## config.mk

```make
export PLATFORM = sky130hd
export DESIGN_NAME = onewire_rom_search_engine_unit
export DESIGN_NICKNAME = d
export VERILOG_FILES = /design/src/rtl/ores_pkg.sv /design/src/rtl/ores_front.sv /design/src/rtl/ores_queue.sv /design/src/rtl/ores_back.sv /design/src/rtl/onewire_rom_search_engine_unit.sv
export SDC_FILE = /design/constraint.sdc
export NUM_CORES = 1
export LEC_CHECK = 0
export ABC_AREA = 1
export BUFFER_PORTS_ARGS = -buffer_cell sky130_fd_sc_hd__buf_2
export CAP_MARGIN = 10
export CELL_PAD_IN_SITES_DETAIL_PLACEMENT = 0
export CELL_PAD_IN_SITES_GLOBAL_PLACEMENT = 1
export CORE_MARGIN = 3
export CORE_UTILIZATION = 30
export CTS_CLUSTER_DIAMETER = 150
export DETAILED_ROUTE_END_ITERATION = 12
export GPL_ROUTABILITY_DRIVEN = 1
export PLACE_DENSITY = 0.67
export SYNTH_ARGS = -nofsm -noshare
export SYNTH_HDL_FRONTEND = slang
export SYNTH_SLANG_ARGS = --single-unit
```

## constraint.sdc

```tcl
create_clock -name clock -period 6.95 [get_ports clock]
set_input_delay 1.39 -clock clock [delete_from_list [all_inputs] [get_ports clock]]
set_output_delay 1.39 -clock clock [all_outputs]
set_load 0.01 [all_outputs]
```

## src/rtl/ores_pkg.sv

```systemverilog
// ============================================================================
// ores_pkg
// Shared types and constants of the 1-Wire ROM search engine.
// ============================================================================
package ores_pkg;

   localparam int unsigned ROM_W       = 64;
   localparam int unsigned POS_W       = 7;
   localparam int unsigned CRC_W       = 8;
   localparam logic [POS_W-1:0] END_POS = 7'd65;
   localparam logic [CRC_W-1:0] CRC_POLY = 8'h8C;   // x^8+x^5+x^4+1, reflected
   localparam logic [7:0] SEARCH_ROM_CMD = 8'hF0;  // issued by the controller

   localparam int unsigned Q_DEPTH = 2;
   localparam int unsigned Q_PTR_W = (Q_DEPTH > 1) ? $clog2(Q_DEPTH) : 1;
   localparam int unsigned Q_CNT_W = $clog2(Q_DEPTH + 1);

   localparam int unsigned REQ_DATA_W = 8;
   localparam int unsigned REQ_USER_W = 1;
   localparam int unsigned RSP_DATA_W = 72;
   localparam int unsigned RSP_USER_W = 3;

   // request kinds on the input tuser
   localparam logic REQ_START = 1'b0;
   localparam logic REQ_PAIR  = 1'b1;

   typedef enum logic [2:0] {
      ST_STARTED = 3'd0,
      ST_BIT     = 3'd1,
      ST_FOUND   = 3'd2,
      ST_FAILED  = 3'd3,
      ST_NO_MORE = 3'd4,
      ST_IGNORED = 3'd5
   } status_type;

   // classified operation handed from the front to the back
   typedef enum logic [1:0] {
      OP_START    = 2'd0,
      OP_SPLIT    = 2'd1,  // bits differ: all devices agree on id_bit
      OP_CONFLICT = 2'd2,  // both zero: discrepancy
      OP_NONE     = 2'd3   // both one: nobody answered
   } op_type;

   typedef struct packed {
      op_type op;
      logic   restart;
      logic   presence;
      logic   id_bit;
   } cmd_type;

endpackage

```

## src/rtl/ores_front.sv

```systemverilog
// ============================================================================
// ores_front
// Accepts request items and classifies them into engine commands.
// ============================================================================
module ores_front (
   input  logic                                req_tvalid,
   output logic                                req_tready,
   input  logic [ores_pkg::REQ_DATA_W-1:0]     req_tdata,
   input  logic [ores_pkg::REQ_USER_W-1:0]     req_tuser,
   output logic                                push,
   output ores_pkg::cmd_type                   cmd,
   input  logic                                q_full
);
   import ores_pkg::*;

   logic id_bit;
   logic cmp_bit;

   assign id_bit     = req_tdata[2];
   assign cmp_bit    = req_tdata[3];
   assign req_tready = ~q_full;
   assign push       = req_tvalid & ~q_full;

   always_comb begin
      cmd.restart  = req_tdata[0];
      cmd.presence = req_tdata[1];
      cmd.id_bit   = id_bit;
      if (req_tuser[0] == REQ_START) begin
         cmd.op = OP_START;
      end else if (id_bit != cmp_bit) begin
         cmd.op = OP_SPLIT;
      end else if (id_bit) begin
         cmd.op = OP_NONE;
      end else begin
         cmd.op = OP_CONFLICT;
      end
   end

endmodule

```

## src/rtl/ores_queue.sv

```systemverilog
// ============================================================================
// ores_queue
// Short command queue between the front and the back.
// ============================================================================
module ores_queue (
   input  logic              clock,
   input  logic              reset,
   input  logic              push,
   input  ores_pkg::cmd_type push_cmd,
   output logic              full,
   input  logic              pop,
   output logic              not_empty,
   output ores_pkg::cmd_type head
);
   import ores_pkg::*;

   cmd_type              mem_ff [Q_DEPTH];
   logic [Q_PTR_W-1:0]   wr_ptr_ff, wr_ptr_in;
   logic [Q_PTR_W-1:0]   rd_ptr_ff, rd_ptr_in;
   logic [Q_CNT_W-1:0]   count_ff, count_in;
   logic                 do_pop;

   assign full      = (count_ff == Q_CNT_W'(Q_DEPTH));
   assign not_empty = (count_ff != '0);
   assign head      = mem_ff[rd_ptr_ff];
   assign do_pop    = pop & not_empty;

   always_comb begin
      wr_ptr_in = wr_ptr_ff;
      rd_ptr_in = rd_ptr_ff;
      count_in  = count_ff;
      if (push) begin
         wr_ptr_in = (wr_ptr_ff == Q_PTR_W'(Q_DEPTH - 1)) ? '0 : wr_ptr_ff + 1'b1;
      end
      if (do_pop) begin
         rd_ptr_in = (rd_ptr_ff == Q_PTR_W'(Q_DEPTH - 1)) ? '0 : rd_ptr_ff + 1'b1;
      end
      if (push && !do_pop) begin
         count_in = count_ff + 1'b1;
      end else if (!push && do_pop) begin
         count_in = count_ff - 1'b1;
      end
   end

   always_ff @(posedge clock) begin
      if (reset) begin
         wr_ptr_ff <= '0;
         rd_ptr_ff <= '0;
         count_ff  <= '0;
      end else begin
         wr_ptr_ff <= wr_ptr_in;
         rd_ptr_ff <= rd_ptr_in;
         count_ff  <= count_in;
      end
   end

   always_ff @(posedge clock) begin
      if (push) begin
         mem_ff[wr_ptr_ff] <= push_cmd;
      end
   end

endmodule

```

## src/rtl/ores_back.sv

```systemverilog
// ============================================================================
// ores_back
// Search state, per-bit decision, CRC-8 and the registered result.
// ============================================================================
module ores_back (
   input  logic                              clock,
   input  logic                              reset,
   input  logic                              q_not_empty,
   input  ores_pkg::cmd_type                 cmd,
   output logic                              pop,
   output logic                              rsp_tvalid,
   input  logic                              rsp_tready,
   output logic [ores_pkg::RSP_DATA_W-1:0]   rsp_tdata,
   output logic [ores_pkg::RSP_USER_W-1:0]   rsp_tuser
);
   import ores_pkg::*;

   logic [ROM_W-1:0] rom_ff,      rom_in;
   logic [POS_W-1:0] last_disc_ff, last_disc_in;
   logic             last_dev_ff, last_dev_in;
   logic [POS_W-1:0] pos_ff,      pos_in;
   logic [POS_W-1:0] zero_pos_ff, zero_pos_in;
   logic             active_ff,   active_in;
   logic [CRC_W-1:0] crc_ff,      crc_in;

   logic             out_valid_ff, out_valid_in;
   status_type       status_ff,   status_in;
   logic             dir_ff,      dir_in;
   logic             last_ff,     last_in;

   logic [5:0]       sh;
   logic             dir;
   logic             fb;

   // a new command moves when the result register is free or being emptied
   assign pop = q_not_empty & (~out_valid_ff | rsp_tready);
   assign sh  = pos_ff[5:0] - 6'd1;
   assign fb  = crc_ff[0] ^ dir;

   always_comb begin
      case (cmd.op)
         OP_SPLIT: dir = cmd.id_bit;
         OP_CONFLICT: begin
            if (pos_ff < last_disc_ff) begin
               dir = rom_ff[sh];
            end else begin
               dir = (pos_ff == last_disc_ff);
            end
         end
         default: dir = 1'b0;
      endcase
   end

   always_comb begin
      rom_in       = rom_ff;
      last_disc_in = last_disc_ff;
      last_dev_in  = last_dev_ff;
      pos_in       = pos_ff;
      zero_pos_in  = zero_pos_ff;
      active_in    = active_ff;
      crc_in       = crc_ff;
      status_in    = status_ff;
      dir_in       = dir_ff;
      last_in      = last_ff;
      out_valid_in = out_valid_ff & ~rsp_tready;

      if (pop) begin
         out_valid_in = 1'b1;
         dir_in       = 1'b0;
         last_in      = 1'b0;
         if (cmd.op == OP_START) begin
            pos_in       = 7'd1;
            zero_pos_in  = '0;
            crc_in       = '0;
            active_in    = 1'b0;
            if (last_dev_ff && !cmd.restart) begin
               last_disc_in = '0;
               last_dev_in  = 1'b0;
               status_in    = ST_NO_MORE;
            end else if (!cmd.presence) begin
               last_disc_in = '0;
               last_dev_in  = 1'b0;
               status_in    = ST_FAILED;
            end else begin
               if (cmd.restart) begin
                  last_disc_in = '0;
                  last_dev_in  = 1'b0;
               end
               active_in = 1'b1;
               status_in = ST_STARTED;
            end
         end else if (!active_ff) begin
            status_in = ST_IGNORED;
         end else if (cmd.op == OP_NONE) begin
            active_in    = 1'b0;
            last_disc_in = '0;
            last_dev_in  = 1'b0;
            status_in    = ST_FAILED;
         end else begin
            dir_in      = dir;
            rom_in[sh]  = dir;
            if (cmd.op == OP_CONFLICT && !dir) begin
               zero_pos_in = pos_ff;
            end
            crc_in    = {1'b0, crc_ff[CRC_W-1:1]} ^ (fb ? CRC_POLY : '0);
            pos_in    = pos_ff + 1'b1;
            status_in = ST_BIT;
            if (pos_in >= END_POS) begin
               active_in = 1'b0;
               if (crc_in == '0 && rom_in[7:0] != '0) begin
                  last_disc_in = zero_pos_in;
                  last_dev_in  = (zero_pos_in == '0) | last_dev_ff;
                  last_in      = (zero_pos_in == '0) | last_dev_ff;
                  status_in    = ST_FOUND;
               end else begin
                  last_disc_in = '0;
                  last_dev_in  = 1'b0;
                  status_in    = ST_FAILED;
               end
            end
         end
      end
   end

   always_ff @(posedge clock) begin
      if (reset) begin
         rom_ff       <= '0;
         last_disc_ff <= '0;
         last_dev_ff  <= 1'b0;
         pos_ff       <= 7'd1;
         zero_pos_ff  <= '0;
         active_ff    <= 1'b0;
         crc_ff       <= '0;
         out_valid_ff <= 1'b0;
      end else begin
         rom_ff       <= rom_in;
         last_disc_ff <= last_disc_in;
         last_dev_ff  <= last_dev_in;
         pos_ff       <= pos_in;
         zero_pos_ff  <= zero_pos_in;
         active_ff    <= active_in;
         crc_ff       <= crc_in;
         out_valid_ff <= out_valid_in;
      end
   end

   always_ff @(posedge clock) begin
      status_ff <= status_in;
      dir_ff    <= dir_in;
      last_ff   <= last_in;
   end

   // the ID register only changes on a pop, so it tracks the held result
   assign rsp_tvalid = out_valid_ff;
   assign rsp_tuser  = status_ff;
   assign rsp_tdata  = {6'd0, last_ff, rom_ff, dir_ff};

endmodule

```

## src/rtl/onewire_rom_search_engine_unit.sv

```systemverilog
// A result item appears after its request item is accepted, passing first the
//   queue entry and then the result register, when the result register is free.
// Throughput: one item per cycle unless rsp_tready stalls; decision, ID update
//   and CRC-8 step are combinational, and a two-entry queue decouples the sides.
// Reset (synchronous, active high) clears the queue, the result valid flag and
//   all search state: ID and history zero, bit position one, no pass open.
// ============================================================================
// onewire_rom_search_engine_unit
// 1-Wire ROM search decision engine: picks the direction bit for each bit
// pair read from the bus, assembles the 64-bit ROM ID and checks its CRC-8.
// ============================================================================
module onewire_rom_search_engine_unit (
   input  logic                              clock,
   input  logic                              reset,
   // request channel
   input  logic                              req_tvalid,
   output logic                              req_tready,
   // tdata: [0] restart, [1] presence, [2] id_bit, [3] cmp_bit, [7:4] zero
   input  logic [ores_pkg::REQ_DATA_W-1:0]   req_tdata,
   // tuser: [0] req_type (0 start pass, 1 bit pair)
   input  logic [ores_pkg::REQ_USER_W-1:0]   req_tuser,
   // result channel
   output logic                              rsp_tvalid,
   input  logic                              rsp_tready,
   // tdata: [0] direction, [64:1] rom_id, [65] last_found, [71:66] zero
   output logic [ores_pkg::RSP_DATA_W-1:0]   rsp_tdata,
   // tuser: [2:0] status
   output logic [ores_pkg::RSP_USER_W-1:0]   rsp_tuser
);
   import ores_pkg::*;

   logic    push;
   logic    q_full;
   logic    q_not_empty;
   logic    pop;
   cmd_type front_cmd;
   cmd_type head_cmd;

   // front: handshake and classification of the bit pair
   ores_front u_front (
      .req_tvalid (req_tvalid),
      .req_tready (req_tready),
      .req_tdata  (req_tdata),
      .req_tuser  (req_tuser),
      .push       (push),
      .cmd        (front_cmd),
      .q_full     (q_full)
   );

   // queue: lets the request side keep going while a result waits
   ores_queue u_queue (
      .clock     (clock),
      .reset     (reset),
      .push      (push),
      .push_cmd  (front_cmd),
      .full      (q_full),
      .pop       (pop),
      .not_empty (q_not_empty),
      .head      (head_cmd)
   );

   // back: search state machine data path and result register
   ores_back u_back (
      .clock       (clock),
      .reset       (reset),
      .q_not_empty (q_not_empty),
      .cmd         (head_cmd),
      .pop         (pop),
      .rsp_tvalid  (rsp_tvalid),
      .rsp_tready  (rsp_tready),
      .rsp_tdata   (rsp_tdata),
      .rsp_tuser   (rsp_tuser)
   );

endmodule

```

Yosys cells after proc, flatten, opt, wreduce, memory -nomap -nowiden

Memory sizes are Yosys's and may differ from the RTL's. A register that Yosys moved wholly into a read port is not among the register bits.
Cells that the tools add are included.

Reductions and logical operators: 23
Eq/ne operators: 8
Magnitude comparators: 4
Add/subtract/negate cells: 6
Mux-type cells: 63
Bitwise operators: 15

Operators by type and width:

| cell                | count |
|---|---|
| $mux 7              | 19 |
| $bwmux 64           | 1 |
| $mux 8              | 4 |
| $mux 1              | 26 |
| $mux 3              | 5 |
| $mux 2              | 5 |
| $logic_not 8->1     | 1 |
| $reduce_and 4->1    | 2 |
| $reduce_bool 8->1   | 1 |
| $xor 7x8->8         | 1 |
| $add 7x1->7 const B | 1 |
| $eq 7x7->1          | 1 |
| $ge 7x7->1 const B  | 1 |
| $logic_not 7->1     | 1 |
| $lt 6x7->1 const B  | 1 |
| $lt 7x7->1          | 1 |
| $not 1->1           | 7 |
| $bmux 1 s6          | 1 |
| $demux 1 s6         | 1 |
| $eq 2x2->1 const B  | 3 |
| $ge 6x1->1 const B  | 1 |
| $logic_and 1x1->1   | 6 |
| $reduce_bool 2->1   | 3 |
| $sub 6x1->6 const B | 1 |
| 17 further kinds    | 25 |

Bits in registers: 105
Logic and storage cells: 134
Output and inout bits: 77
Bits in writable memories: 10
Bits of input ports: 13
Memories: 1

Memory list:

| memory         | depth | width | rd ports | clocked after memory_dff | wr ports | RTL line         | RTL |
|---|---|---|---|---|---|---|---|
| u_queue.mem_ff | 2     | 5     | 1        | 1                        | 1        | ores_queue.sv:17 | `cmd_type mem_ff [Q_DEPTH];` |

Logic depth before layout (Yosys ltp)

Depth after elaboration: 19
Gate-level depth with buffers: 27
Depth with buffers taken out: 23

By module

From an unflattened synthesis, not the netlist that was laid out.

Cell total of the unflattened synthesis: 933
Area total of the unflattened synthesis: 6,333.6 um^2

By module, submodules not included:

| module     | area an instance (um^2) | times used | cells each | seq. area each (um^2) |
|---|---|---|---|---|
| ores_back  | 5,675.4                 | 1          | 871        | 2,072.0 |
| ores_queue | 593.1                   | 1          | 50         | 400.4 |
| ores_front | 65.1                    | 1          | 12         | 0.0 |

Worst setup path after synthesis

Ideal clock, no wire load.

Path type: input to register
Start point: input port rsp_tready
End point: register u_back.rom_ff[31]
Buffers on the path: 0
Arrival time: 2.980 ns
Setup slack: 3.900 ns
Required time: 6.880 ns
Stages on the path: 10
Cells stage by stage: inv_1 > nand2_1 > o21ai_0 > nor3_1 > clkinv_1 > nor2_1 > inv_1 > nor2_1 > o21ai_0 > a21oi_1

Longest elaborated chain between the ends: 3

Ends and longest elaborated chain:

| element                    | RTL line                             | RTL |
|---|---|---|
| from (decl)                | onewire_rom_search_engine_unit.sv:24 | `input logic rsp_tready,` |
| $or 1x1->1                 | ores_back.sv:36                      | `assign pop = q_not_empty & (~out_valid_ff \| rsp_tready);` |
| $and 1x1->1                | ores_back.sv:36                      |  |
| $reduce_and 4->1 (no line) | --                                   |  |
| to (signal assigned)       | ores_back.sv:136                     | `rom_ff <= rom_in;` |
| to (decl)                  | ores_back.sv:18                      | `logic [ROM_W-1:0] rom_ff, rom_in;` |

Every way passes these cells.
A chain may end at the register's enable or synchronous reset.

Final worst setup path

Start point: register u_back.pos_ff[0]
End point: register u_back.status_ff[0] (netlist: u_back.rsp_tuser[0]) (data pin)

Longest elaborated chain between the ends: 15
Elaborated cells on any way between the ends: 26
Classes of those cells: add/sub: 2; order compare: 4; eq/ne: 1; mux: 13; bitwise: 2; reduce/logical: 4

Ends and longest elaborated chain:

| element                      | RTL line         | RTL |
|---|---|---|
| from (decl)                  | ores_back.sv:21  | `logic [POS_W-1:0] pos_ff, pos_in;` |
| from (signal assigned)       | ores_back.sv:139 | `pos_ff <= pos_in;` |
| $sub 6x1->6                  | ores_back.sv:37  | `assign sh = pos_ff[5:0] - 6'd1;` |
| $bmux 1 s6                   | ores_back.sv:45  | `dir = rom_ff[sh];` |
| $mux 1 (not written as such) | ores_back.sv:45  |  |
| $mux 1                       | ores_back.sv:44  | `if (pos_ff < last_disc_ff) begin` |
| $pmux 1 s2                   | ores_back.sv:41  | `case (cmd.op)` |
| $xor 1x1->1                  | ores_back.sv:38  | `assign fb = crc_ff[0] ^ dir;` |
| $mux 8                       | ores_back.sv:105 | `crc_in = {1'b0, crc_ff[CRC_W-1:1]} ^ (fb ? CRC_POLY : '0);` |
| $xor 7x8->8                  | ores_back.sv:105 |  |
| $logic_not 8->1              | ores_back.sv:110 | `if (crc_in == '0 && rom_in[7:0] != '0) begin` |
| $logic_and 1x1->1            | ores_back.sv:110 |  |
| $mux 1                       | ores_back.sv:110 |  |
| $mux 3 *                     | ores_back.sv:108 | `if (pos_in >= END_POS) begin` |
| $mux 3 *                     | ores_back.sv:94  | `end else if (cmd.op == OP_NONE) begin` |
| $mux 3 *                     | ores_back.sv:92  | `end else if (!active_ff) begin` |
| $mux 3 *                     | ores_back.sv:71  | `if (cmd.op == OP_START) begin` |
| to (signal assigned)         | ores_back.sv:148 | `status_ff <= status_in;` |
| to (decl)                    | ores_back.sv:27  | `status_type status_ff, status_in;` |

Mark *: on every way between the ends. The rest lies on a longest branch, timed or not. The select of a mux whose other input is x is not followed.

==> metrics.txt <==
run status complete, no violations; Worst IR Drop VDD 161 uV; Reg2Reg Launch Point u_back.pos_ff[0]; postcts setup bufs 0; post-synthesis sequential area ratio 39.5%; detailed-route via count 5954; Static Leakage 3.26 nW; clock tree root buffer cell sky130_fd_sc_hd__clkbuf_16; clock sinks 116; Max-cap violations 0; I/O Buffers 79; floorplan die width 150 um; internal power 0.00147 W; slowest cell on the critical path sky130_fd_sc_hd__ha_1; Pwr per Cell Area 298 mW/mm^2; multi-input combinational cell area 0.00319 sq mm; effective utilization at floorplan 30.7%; half-perimeter wire length after detailed placement 12500 um; CP Data Required Time 7120 ps; R2R cell count 20; clock latency reported for the late side of the worst-skew pair 420 ps; total detailed-routing wirelength 18800 um; # rows 52; wire length of the first global-routing pass 30600 um; fraction of power consumed by the clock network 40.9%; upper clock frequency limit 222 MHz; average instance area after synthesis 6.76 sq um; cells along the critical path inv_2 > ha_1 > inv_2 > nand3_1 > nand2_1 > nand2_1 > nand3_1 > nand3_1 > nand2_1 > nor2_1 > nand2_1 > nand2_2 > nand2_4 > nand2_8 > xnor2_2 > nand3b_4 > nor2_8 > nand3b_1 > nand2_1 > nand2_1; fraction of layout instances using a drive strength above 1 13.5%; Avg Vias per Cell 4.70; total I/O pin count 90; capturing element type of the critical path flip-flop; instance count of the mapped netlist 925; area growth from synthesis to layout 18.1%; die boundary height 150 um; Warnings, synthesis 0; Worst path top cell family by delay simple AND/OR/NAND/NOR gates; global-route usage over all layers 17.2%; H-Tree Depth 4; setup violation total in the final timing report 0; clock skew after layout 11.2 ps; slew at the pin closest to its max-slew limit 866 ps; RSZ-0062 raised after global routing false; min Tclk post-route 4500 ps; number of violations reported at the end of detailed-routing iteration 0 354; Max-slew headroom 42.3%; worst reg2reg setup slack 2450 ps; peak per-stage delay on the critical path 820 ps; Total Neg Setup Slack 0 ps; capture point of the worst reg-to-reg path u_back.rsp_tuser[0]; initial antenna violation count 0; filler cell count in the final layout 2216; Hold Buf Count CTS 0; area taken by flip-flops and latches 0.00247 sq mm; prevailing post-synth register cell sky130_fd_sc_hd__dfxtp_1; area of the die 0.0226 sq mm; total gr overflow 0; most used cell, CP sky130_fd_sc_hd__nand2_1; switching power 0.000734 W; Setup CP Type reg -> reg; Gate power share 24.7%; final hold viol count 0; share of the cycle needed by the critical path after routing 64.8%; Net count, final 1012; final RePlAce weighted congestion 0.799; remaining design rule violation count 0; CTS tree yes; antenna viol nets, final 0; power share of the sequential group 34.4%; total core area 0.0204 sq mm; cell area after synthesis 0.00625 sq mm; Avg WL per Cell 14.8 um; post-route total power 0.00220 W; cts bufs inserted 17; number of enable-type register cells in the synthesized netlist 15; # diodes 0; PostCTS Resize Cnt 0; maximum number of pins on one net before global-route repair 68; start point of the worst hold path u_queue.rd_ptr_ff; number of max-slew violations in the final report 0; Async S/R FF share, synth 0%; CP max FO 67; proportion of total power due to net switching 33.4%; Worst-path clk slew 50 ps; Bufs on Longest Clock Path 2; WHS Path Cells 1; Buffers & Inverters on Critical Path 2; via count of the first global-routing pass 5701; kind of launch point of the worst setup path flip-flop; number of distinct library cell variants in the gate-level netlist after synthesis 40; Hold WC Path Type reg -> reg; drt pass-1 iters 5; synthesized flop and latch total 116; arrival time at the worst endpoint 4670 ps
[worst register-to-register path: cells and delay by family (launching register included)]
kind / cells / cell delay, ps
fa+ha+maj: 1 / 820
flops: 1 / 310
buf+inv: 2 / 990
simple gates: 16 / 1960
xor+xnor: 1 / 180
[placed cells by master (no fill, tap or decap), drive strengths merged, types with 3 or more instances in the layout]
| master | Yosys | layout |
|---|---|---|
| nand2 | 248 | 248 |
| nor2 | 129 | 129 |
| a21oi | 104 | 104 |
| dfxtp | 101 | 101 |
| inv | 95 | 95 |
| o21ai | 89 | 89 |
| buf | 28 | 82 |
| nand3 | 40 | 40 |
| clkbuf | 19 | 22 |
| ha | 15 | 15 |
| edfxtp | 15 | 15 |
| xor2 | 8 | 8 |
| nor3 | 7 | 7 |
| conb | 1 | 6 |
| clkinv | 1 | 6 |
| nand4 | 4 | 4 |
| a311oi | 4 | 4 |
| or2 | 4 | 4 |
| bufinv | 0 | 3 |
[worst max path at each step]
stage / startpoint / to / slack, ps / cells after the start
after detailed placement: u_back.pos_ff[0] / u_back.rsp_tuser[0] / 2370 / 20
after CTS: u_back.pos_ff[0] / u_back.rsp_tuser[0] / 2350 / 20
after global routing: u_back.pos_ff[0] / u_back.rsp_tuser[0] / 2010 / 20
after floorplan: rsp_tready / u_back.rom_ff[31] / 3900 / 10
final: u_back.pos_ff[0] / u_back.rsp_tuser[0] / 2450 / 20
after global placement: u_back.pos_ff[0] / u_back.rsp_tuser[0] / 2360 / 20
[registers in the layout, indices dropped and copies added (netlist names), 2 cells and up, named ones only]
register             count
u_back.rom_ff           64
u_queue.mem_ff          10
u_back.crc_ff            8
u_back.last_disc_ff      7
u_back.pos_ff            7
u_back.zero_pos_ff       7
u_back.rsp_tuser         3
u_queue.count_ff         2
[kinds of logic (layout without fill, tap and decap cells)]
group / Yosys count / in the layout / share of synthesized area [%]
simple gates: 437 / 437 / 29.2
compound gates: 203 / 203 / 16.7
buf+inv: 143 / 210 / 9.79
flops: 116 / 116 / 39.5
fa+ha+maj: 15 / 15 / 3.00
xor+xnor: 9 / 9 / 1.62
other cells: 1 / 6 / 0.0600
mux: 1 / 1 / 0.160
[power groups by stage]
stage | Combinational, W | Clock, W | Sequential [W]
CTS | 0.000548 | 0.000920 | 0.000757
floorplan | 0.000412 | 0 | 0.000772
detailed placement | 0.000546 | 0 | 0.000771
global route | 0.000617 | 0.000950 | 0.000763
finish | 0.000543 | 0.000900 | 0.000757
global placement | 0.000549 | 0 | 0.000770
[cell type report]
class / count / area share, %
sequential: 116 / 33.5
clock buffer: 22 / 6.42
inverter: 96 / 4.92
timing repair buffer: 82 / 5.66
multi-input combinational: 671 / 43.2
clock inverter: 10 / 1.76
tap: 270 / 4.58
[synth_stat cells, types with 10 or more instances]
library cell	instances	share of area [%]
sky130_fd_sc_hd__a21oi_1	104	8.3
sky130_fd_sc_hd__buf_2	16	1.3
sky130_fd_sc_hd__buf_4	10	1.2
sky130_fd_sc_hd__clkbuf_1	19	1.1
sky130_fd_sc_hd__dfxtp_1	101	32
sky130_fd_sc_hd__edfxtp_1	15	7.2
sky130_fd_sc_hd__ha_1	15	3.0
sky130_fd_sc_hd__inv_1	91	5.5
sky130_fd_sc_hd__nand2_1	241	14
sky130_fd_sc_hd__nand3_1	40	3.2
sky130_fd_sc_hd__nor2_1	126	7.6
sky130_fd_sc_hd__o21ai_0	86	6.9
[per-layer routing]
layer | global-route usage, % | part of all wire, %
met1 | 23.8 | 50
met5 | 0 | 0
met3 | 3.43 | 4.4
met4 | 5.40 | 1.3
met2 | 27.0 | 45
[stage by stage]
step	util, %	hold slack, ps	cells	area [sq um]	worst slack (ps)
floorplan	-	426	930	6270	3900
global placement	33.3	439	1235	6780	2360
detailed placement	33.3	447	1235	6780	2370
CTS	36.2	463	1267	7380	2350
global route	36.2	478	1267	7380	2010
finish	36.2	458	1267	7380	2450
Note: power is estimated with default switching activity, not from simulation.
